[config.mk]
export PLATFORM = sky130hd
export DESIGN_NAME = pn3_queue
export DESIGN_NICKNAME = d
export VERILOG_FILES = /design/src/pn3_pkg.sv /design/src/pn3_queue.sv
export SDC_FILE = /design/constraint.sdc
export NUM_CORES = 1
export LEC_CHECK = 0
export BUFFER_PORTS_ARGS = -buffer_cell sky130_fd_sc_hd__buf_2
export CORE_ASPECT_RATIO = 1.5
export CORE_UTILIZATION = 35
export CTS_CLUSTER_DIAMETER = 200
export DETAILED_ROUTE_END_ITERATION = 12
export SYNTH_ARGS = -nofsm -noshare
export SYNTH_HDL_FRONTEND = slang
export SYNTH_SLANG_ARGS = --single-unit
[constraint.sdc]
create_clock -name clk -period 2.7 [get_ports clk]
set_input_delay 0 -clock clk [delete_from_list [all_inputs] [get_ports clk]]
set_output_delay 0 -clock clk [all_outputs]
set_load 0.005 [all_outputs]
[src/pn3_pkg.sv]
// Shared types and constants for the 3D gradient noise core.
`default_nettype none
package pn3_pkg;

	localparam int DEF_TABLE_SIZE = 256;
	localparam int DEF_FRAC_BITS  = 12;
	localparam int COORD_W        = 24;
	localparam int GRAD_W         = 16;
	localparam int NOISE_W        = 16;
	localparam int FIELD_IDX_W    = 8;
	localparam int QUEUE_DEPTH    = 4;
	localparam int CORNERS        = 8;

	typedef enum logic [1:0] {
		MODE_EVAL    = 2'd0,
		MODE_PERM_WR = 2'd1,
		MODE_GRAD_WR = 2'd2
	} mode_t;

	typedef enum logic [1:0] {
		KIND_EVAL = 2'd0,
		KIND_PERM = 2'd1,
		KIND_GRAD = 2'd2
	} kind_t;

	typedef struct packed {
		logic  valid;
		kind_t kind;
	} item_ctl_t;

endpackage
`default_nettype wire

[src/pn3_queue.sv]
// Short queue between front and back ends.
`default_nettype none
module pn3_queue #(
	parameter int W = 64
) (
	input  wire logic               clk,
	input  wire logic               arst_n,
	input  wire pn3_pkg::item_ctl_t in_ctl,
	input  wire logic [W-1:0]       in_data,
	output pn3_pkg::item_ctl_t      out_ctl,
	output logic [W-1:0]            out_data,
	output logic                    full
);
	import pn3_pkg::*;

	localparam int PTR_W = $clog2(QUEUE_DEPTH);
	localparam int CNT_W = $clog2(QUEUE_DEPTH + 1);

	kind_t            kind_mem [QUEUE_DEPTH];
	logic [W-1:0]     data_mem [QUEUE_DEPTH];
	logic [PTR_W-1:0] wr_ptr_q;
	logic [PTR_W-1:0] rd_ptr_q;
	logic [CNT_W-1:0] count_q;
	logic             push;
	logic             pop;

	assign push = in_ctl.valid;
	assign pop  = (count_q != '0);

	always_ff @(posedge clk or negedge arst_n) begin
		if (!arst_n) begin
			wr_ptr_q <= '0;
			rd_ptr_q <= '0;
			count_q  <= '0;
		end else begin
			if (push) begin
				wr_ptr_q <= wr_ptr_q + PTR_W'(1);
			end
			if (pop) begin
				rd_ptr_q <= rd_ptr_q + PTR_W'(1);
			end
			count_q <= count_q + CNT_W'(push) - CNT_W'(pop);
		end
	end

	always_ff @(posedge clk) begin
		if (push) begin
			kind_mem[wr_ptr_q] <= in_ctl.kind;
			data_mem[wr_ptr_q] <= in_data;
		end
	end

	assign out_ctl.valid = pop;
	assign out_ctl.kind  = kind_mem[rd_ptr_q];
	assign out_data      = data_mem[rd_ptr_q];
	assign full          = (count_q >= CNT_W'(QUEUE_DEPTH - 1));

endmodule
`default_nettype wire

==> impl_results.md <==
* Core ar. at 0.0280 mm2
* Inserted Diodes at 0
* Syn Area/Cell at 26.1 um2
* Max Root-Sink Buffers at 3
* Starting Density at 0.356
* FF+latch area at 0.00811 mm2
* H-tree depth at 1
* Routing usage on met2 at 0.254
* Ys Warns at 0
* Leakage at 4.35 nW
* Hold crit path type: input pin to flip-flop
* Final hold vios at 0
* Fmax at 416 MHz
* Pwr/cell area at 1020 mW/mm2
* Vias at 4710
* Rows at 75
* Top-area cell type share of the netlist area at 0.796
* Max_cap viols at 0
* Max-slew headroom at 0.608
* Avg WL per Cell at 20.0 um
* HPWL after detailed placement at 11800 um
* Vias per cell at 4.84
* Crit Path Category: flip-flop to output port
* Hold Path Cell Cnt at 2
* IO Port Bufs at 136
* Data required, critical path at 2700 ps
* CP max stage cell: dfrtp_4
* Worst-path clk slew at 60 ps
* Status: finished clean
* Register area share after synthesis at 0.814
* Most frequent cells in the layout: edfxtp_1, buf_2, dlygate4sd3_1
* Post-route DRC at 0
* Worst-Skew Late Latency at 530 ps
* Most common cell after layout, fill and taps aside: edfxtp_1
* I/O pin count at 137
* Final Cycle Share at 0.891
* Synth Instances at 382
* Combinational Power Share at 0.268
* Pint at 0.00932 W
* Post_cts resized at 0
* GRT overflow at 0
* CTS tree: yes
* Final Util at 0.451
* DRT antenna net count at 0
* Critical path's largest stage delay at 810 ps
* Setup Slack @ Placement at 648 ps
* Die height at 209 um
* Crit. End Element: output port
* Crit path launch: rd_ptr_q[0]
* Worst vdd ir at 0.000483 V
* Fin nets at 686
* Worst Skew at 6.25 ps
* Worst-margin pin slew at 588 ps
* Synth area leader: edfxtp_1
* First-pass DRT Iterations at 6
* Area contributors post-synth: edfxtp_1, mux4_2, dfrtp_1, ha_1, buf_12
* Fill cells at 2397
* Synth Net Count at 459
* Die area at 0.0291 mm2
* Worst Min Path Start: in_data[15]
* Gr usage total at 0.138
* Area delta synth->final at 26.6%
* Reg-to-Reg End: count_q[2]
* Tmin final at 2410 ps
* CP arrival at 2410 ps
* Seq cells post-synth at 271
* Max Slew Vio Count at 0
* Vias in the first global route at 5339
* RSZ-0062 raised after global routing: no
* CTS root buf: clkbuf_16
* Clock net sink count at 271
* Grt met3 use at 0.0209
* Routability congestion estimate at 0.685
* Flop-to-flop setup slack at 640 ps
* Area of the multi-input gates at 0.00170 mm2
* Switching Fraction at 0.273
* Worst Path Max Fanout at 26
* Post-synthesis cell type count at 18
* Die width at 140 um
* Sequential share of power at 0.460
* Power Total at 0.0128 W
* M1 GR Usage at 0.159
* Worst-path cell chain: buf_4 > mux4_2 > buf_2
* Part of the power in the clock network at 0.271
* TritonCTS Buffers at 25
* Largest net degree at the start of global routing at 44
* Net Sw Power at 0.00351 W
* CP Launch Type: flip-flop
* GRT busiest layer: met2
* Mapped Area at 0.00995 mm2
* Detailed Route WL at 19500 um
* Final setup viols at 0
* Worst setup margin at 294 ps
* Crit Reg-Reg Startpoint: count_q[1]
* TNS Setup at 0 ps
* Share of cells above drive strength 1 at 0.403
* Worst R2R Path Depth at 6
* DR iter-0 viols at 254
* Initial antenna violation count at 0
* First-pass GRT wire length at 30200 um
* Hold path endpoint: data_mem[2][15]
## cell families (layout without fill, tap and decap cells)
group	count (synthesis)	count (layout)	synth area share
fa+ha+maj	8	8	0.0108
simple gates	7	7	0.00390
mux	66	66	0.149
buf+inv	23	269	0.0167
compound gates	3	3	0.00176
xor+xnor	4	4	0.00352
flops	271	271	0.814
## critical path: cells and delay by family (launching register included)
family                 cells  cell delay (ps)
multiplexers               1              540
flip-flops                 1              810
buffers and inverters      2              510
## how the worst max path moves through the flow
stage               slack, ps             end
floorplan                 100  data_mem[0][0]
finish                    290    out_data[45]
global route              130    out_data[35]
global placement          710      count_q[2]
CTS                       170    out_data[45]
detailed placement        650      count_q[2]
## through the flow
step                      instance area (um2)  hold slack (ps)  cells
after global routing                    12600              222    974
after floorplan                          9950             -296    382
final                                   12600              225    974
after detailed placement                11100             -154    859
after CTS                               12600              200    974
after global placement                  11100             -164    859
## cells in the mapped netlist, drive strengths merged
cell,n
mux4,66
and2,4
fa,1
buf,16
inv,7
ha,7
o31ai,1
xor2,3
or3,1
xnor2,1
o21ai,2
dfrtp,7
edfxtp,264
nand2,2
## registers in the layout, indices dropped and copies added (netlist names)
name / flops
count_q: 3
data_mem: 256
kind_mem: 8
rd_ptr_q: 2
wr_ptr_q: 2
## power by group through the flow
stage	sequential [W]	combinational, W	clock [W]
2_1_floorplan	0.00576	0.00229	0
3_3_place_gp	0.00596	0.00341	0
3_5_place_dp	0.00603	0.00348	0
4_1_cts	0.00594	0.00357	0.00359
5_1_grt	0.00600	0.00373	0.00373
6_report	0.00591	0.00344	0.00348
## per-layer routing
metal	part of all wire	wire (um)
met5	0	0
met4	0.024	465
met3	0.038	743
met2	0.55	10700
met1	0.39	7570
## area by class of cell
cell class / instances / area share
Tap cell: 346 / 0.0343
Sequential cell: 271 / 0.643
Multi-Input combinational cell: 88 / 0.134
Clock buffer: 33 / 0.0520
Inverter: 7 / 0.00208
Clock inverter: 13 / 0.0124
Timing Repair Buffer: 216 / 0.121
## timing repair
| action | 4_1_cts | 5_1_grt |
|---|---|---|
| hold buffers | 69 | 0 |
| buffers inserted | 0 | 0 |
| hold endpoints to repair | 275 | 0 |
Note: power is estimated with default switching activity, not from simulation.
