File: src/pn3_pkg.sv
// Shared types and constants for the 3D gradient noise core.
`default_nettype none
package pn3_pkg;

	localparam int DEF_TABLE_SIZE = 256;
	localparam int DEF_FRAC_BITS  = 12;
	localparam int COORD_W        = 24;
	localparam int GRAD_W         = 16;
	localparam int NOISE_W        = 16;
	localparam int FIELD_IDX_W    = 8;
	localparam int QUEUE_DEPTH    = 4;
	localparam int CORNERS        = 8;

	typedef enum logic [1:0] {
		MODE_EVAL    = 2'd0,
		MODE_PERM_WR = 2'd1,
		MODE_GRAD_WR = 2'd2
	} mode_t;

	typedef enum logic [1:0] {
		KIND_EVAL = 2'd0,
		KIND_PERM = 2'd1,
		KIND_GRAD = 2'd2
	} kind_t;

	typedef struct packed {
		logic  valid;
		kind_t kind;
	} item_ctl_t;

endpackage
`default_nettype wire

File: src/pn3_front.sv
// Front end: accepts words, classifies them and splits coordinates into cell and fraction.
`default_nettype none
module pn3_front #(
	parameter int TABLE_SIZE = pn3_pkg::DEF_TABLE_SIZE,
	parameter int FRAC_BITS  = pn3_pkg::DEF_FRAC_BITS,
	parameter int PW         = 64
) (
	input  wire logic                                  clk,
	input  wire logic                                  arst_n,
	input  wire logic                                  accept,
	input  wire logic [1:0]                            mode,
	input  wire logic signed [pn3_pkg::COORD_W-1:0]    coord_x,
	input  wire logic signed [pn3_pkg::COORD_W-1:0]    coord_y,
	input  wire logic signed [pn3_pkg::COORD_W-1:0]    coord_z,
	input  wire logic [pn3_pkg::FIELD_IDX_W-1:0]       entry_index,
	input  wire logic [pn3_pkg::FIELD_IDX_W-1:0]       perm_value,
	input  wire logic signed [pn3_pkg::GRAD_W-1:0]     grad_x,
	input  wire logic signed [pn3_pkg::GRAD_W-1:0]     grad_y,
	input  wire logic signed [pn3_pkg::GRAD_W-1:0]     grad_z,
	output pn3_pkg::item_ctl_t                         ctl,
	output logic [PW-1:0]                              payload
);
	import pn3_pkg::*;

	localparam int IDX_W = $clog2(TABLE_SIZE);
	localparam int EXT_W = 2 * COORD_W;

	logic signed [COORD_W-1:0] crd [3];
	logic signed [EXT_W-1:0]   ext [3];
	logic [IDX_W-1:0]          cell_idx [3];
	logic [FRAC_BITS-1:0]      frac [3];
	item_ctl_t                 nxt_ctl;
	item_ctl_t                 ctl_q;
	logic [PW-1:0]             payload_q;

	assign crd[0] = coord_x;
	assign crd[1] = coord_y;
	assign crd[2] = coord_z;

	for (genvar k = 0; k < 3; k++) begin : g_axis
		assign ext[k]      = EXT_W'(crd[k]);
		assign cell_idx[k] = ext[k][FRAC_BITS +: IDX_W];
		assign frac[k]     = crd[k][FRAC_BITS-1:0];
	end

	always_comb begin
		nxt_ctl.valid = 1'b0;
		nxt_ctl.kind  = KIND_EVAL;
		unique case (mode)
			MODE_EVAL: begin
				nxt_ctl.valid = accept;
				nxt_ctl.kind  = KIND_EVAL;
			end
			MODE_PERM_WR: begin
				nxt_ctl.valid = accept;
				nxt_ctl.kind  = KIND_PERM;
			end
			MODE_GRAD_WR: begin
				nxt_ctl.valid = accept;
				nxt_ctl.kind  = KIND_GRAD;
			end
			default: begin
				nxt_ctl.valid = 1'b0;
			end
		endcase
	end

	always_ff @(posedge clk or negedge arst_n) begin
		if (!arst_n) begin
			ctl_q <= '0;
		end else begin
			ctl_q <= nxt_ctl;
		end
	end

	always_ff @(posedge clk) begin
		payload_q <= {cell_idx[0], cell_idx[1], cell_idx[2], frac[0], frac[1], frac[2],
			IDX_W'(entry_index), IDX_W'(perm_value), grad_x, grad_y, grad_z};
	end

	assign ctl     = ctl_q;
	assign payload = payload_q;

endmodule
`default_nettype wire

File: config.mk
export PLATFORM = sky130hd
export DESIGN_NAME = pn3_front
export DESIGN_NICKNAME = d
export VERILOG_FILES = /design/src/pn3_pkg.sv /design/src/pn3_front.sv
export SDC_FILE = /design/constraint.sdc
export NUM_CORES = 1
export LEC_CHECK = 0
export ABC_AREA = 1
export BUFFER_PORTS_ARGS = -buffer_cell sky130_fd_sc_hd__buf_2
export CORE_ASPECT_RATIO = 0.5
export CORE_MARGIN = 2
export CORE_UTILIZATION = 25
export CTS_BUF_LIST = sky130_fd_sc_hd__clkbuf_16
export DETAILED_ROUTE_END_ITERATION = 6
export PLACE_DENSITY = 0.83
export SETUP_SLACK_MARGIN = 0.4
export SYNTH_ARGS = -nofsm -noshare
export SYNTH_HDL_FRONTEND = slang
export SYNTH_SLANG_ARGS = --single-unit
File: constraint.sdc
create_clock -name clk -period 0.8 [get_ports clk]
set_input_delay 0.04 -clock clk [delete_from_list [all_inputs] [get_ports clk]]
set_output_delay 0.04 -clock clk [all_outputs]
set_load 0.01 [all_outputs]
==> flow_summary.toml <==
[outcome]
status = "complete, but fails checks"
violations = "hold timing, setup timing"

[timing]
fmax_mhz = 1180
holdWs_ns = -0.174
setup_tns_ns = -0.130
hold_viol = 67
drv_slew = 0
grt_setup_unrepaired = "yes"
setup_ws_ns = -0.0475
period_share_pct = 106
period_needed_ns = 0.848
setup-violations-final = 3
worstMarginPinSlew_ns = 0.116
slew_headroom_pct = 92.3

[placed_design]
io_buffer_count = 135
dp_hpwl_um = 2960
gp_congestion = 0.657
place_ws_ns = 0.282
dp_cells = 281
place_area_mm2 = 0.00215

[floorplan]
core_mm2 = 0.00540
dieArea_mm2 = 0.00617
initial_core_util_pct = 25.6
ios = 208
num_rows = 19
fp.dieW_um = 109
die_y_um = 56.5

[power_and_ir_drop]
p_leak_nw = 1.35
irDropWorstVdd_v = 0.00118
pwr-share-clk_pct = 49.2
p_switching_w = 0.00156
p_int_w = 0.00654
pwr-share-comb_pct = 6.4
seqPwrFrac_pct = 44.4
swShare_pct = 19.3
p_per_area_mw_per_mm2 = 3040

[clock_network]
cts-htree-levels = 3
cts_setup_buffers = 0
numCtsBuffers = 9
cts_tree = "done"
clk_pin_slew_worst_paths_ns = 0.05
cts.root.buffer_cell = "clkbuf_16"
clockBufferDepth = 2
hold_buffers = 1
clock_sinks = 67

[worst_setup_path]
arrival_ns = 0.81
worstPathBufferInverterCount = 1
startpoint_type = "flip-flop"
cp_top_family = "flip-flops"
cp_slowest_stage_delay_ns = 0.36
crit_type = "flip-flop to primary output"
cp-end-kind = "primary output"
worstPathCellList = "buf_2"
cp.required_ns = 0.76
cp_max_fo = 1
cpMaxStageDelayCell = "dfrtp_1"

[detailed_routing]
drt_pass1_iterations = 3
postRouteWirelength_um = 3660
vias_per_cell = 3.55
drtIter0Drc = 14
drc = 0
wl_per_cell_um = 12.3
ant_nets = 0
num_vias = 1057

[finish]
n_fill_cell = 500
diodes = 0
most-common-layout-cells = "buf_2 (109), dfxtp_1 (38), buf_6 (26), dfxtp_2 (26), clkbuf_16 (9)"
stdcell_area_mm2 = 0.00266
area_growth_pct = 92.9
stdcell_count = 298
drive_gt1_share_pct = 77.8
final_common_cell = "buf_2"
layout.nets = 361

[synth]
muxShareOfSynthArea_pct = 0
syn_avg_cell_area_um2 = 18.9
synth_compound_area_share_pct = 0.363
synth_fp_nets = 214
synth-seq-cells = 67
yosys_warnings = 0
synthXorXnorAreaFrac_pct = 0
synth_top_cell_area_share_pct = 92.8
syn-cell-area_mm2 = 0.00138
synth_top_area_cell = "dfxtp_1"
yosys.area_share.simple_pct = 0.544
synth_fa_ha_area_share_pct = 0
syn_inst = 73
yosysSeqAreaShare_pct = 98.3
synth.distinct_cells = 5
synth_top_family_by_area = "buffers and inverters"
synth_area_leaders = "dfxtp_1 (93%), dfrtp_1 (5.4%), inv_1 (0.82%)"

[global_route]
grt_antenna_before_repair = 0
grt_pass1_vias = 1146
grt_first_pass_wirelength_um = 5200
grt.total_usage_pct = 11.8
grt.overflow.total = 0
grt_max_degree = 12

[run]
cap_violations = 0

[worst_hold_path]
min_path_type = "input pin to flip-flop"
-- repair_timing --
action                                 4_1_cts  5_1_grt
setup endpoints to repair                   67       67
endpoints found under the hold margin       70       67
gates resized for setup                     25       28
-- power groups by stage --
stage / sequential [W] / combinational, W / clock, W
6_report: 0.00360 / 0.000522 / 0.00399
2_1_floorplan: 0.00374 / 0.00000626 / 0
3_3_place_gp: 0.00363 / 0.000435 / 0
5_1_grt: 0.00361 / 0.000559 / 0.00425
3_5_place_dp: 0.00364 / 0.000450 / 0
4_1_cts: 0.00358 / 0.000489 / 0.00407
-- flip-flops by register name, indices dropped and copies added, names as in the netlist --
signal,count
ctl,3
payload,64
-- kinds of logic after synthesis --
family,count (synthesis)
AOI/OAI and AO/OA,1
buffers and inverters,3
DFF,67
and+or+nand+nor,2
-- routing by layer --
metal	routed length, µm	global-route usage (%)	vias up
li1	-	-	516
met1	1280	11.2	504
met2	2130	21.8	31
met3	182	4.76	6
met4	65	5.68	0
met5	0	0	-
-- cells in the mapped netlist (all sizes together) --
cell type	count
a21oi	1
dfrtp	3
dfxtp	64
inv	3
nor2	2
-- final timing paths --
path / slack (ns) / endpoint / start / cells past startpoint
worst max-delay path: -0.05 / ctl[2] / ctl[2] / 1
worst min-delay path: -0.17 / payload[31] / grad_y[15] / 1
max in group asynchronous: 0.64 / ctl[0] / arst_n / 2
min in group asynchronous: 0.06 / ctl[1] / arst_n / 2
-- final cells by class --
| type | instances | area [µm²] | share of cell area (%) |
|---|---|---|---|
| Clock buffer | 9 | 225 | 8.46 |
| Clock inverter | 7 | 85.1 | 3.20 |
| Inverter | 3 | 11.3 | 0.423 |
| Multi-Input combinational cell | 3 | 12.5 | 0.470 |
| Sequential cell | 67 | 1390 | 52.2 |
| Tap cell | 73 | 91.3 | 3.43 |
| Timing Repair Buffer | 136 | 848 | 31.9 |
-- stage by stage --
step	utilization, %	total power [W]	hold slack (ns)
2_1_floorplan	-	0.00374	-0.256
3_3_place_gp	39.8	0.00406	-0.168
3_5_place_dp	39.8	0.00409	-0.163
6_report	49.3	0.00810	-0.174
4_1_cts	47.4	0.00815	-0.185
5_1_grt	49.3	0.00842	-0.193
Note: power is estimated with default switching activity, not from simulation.
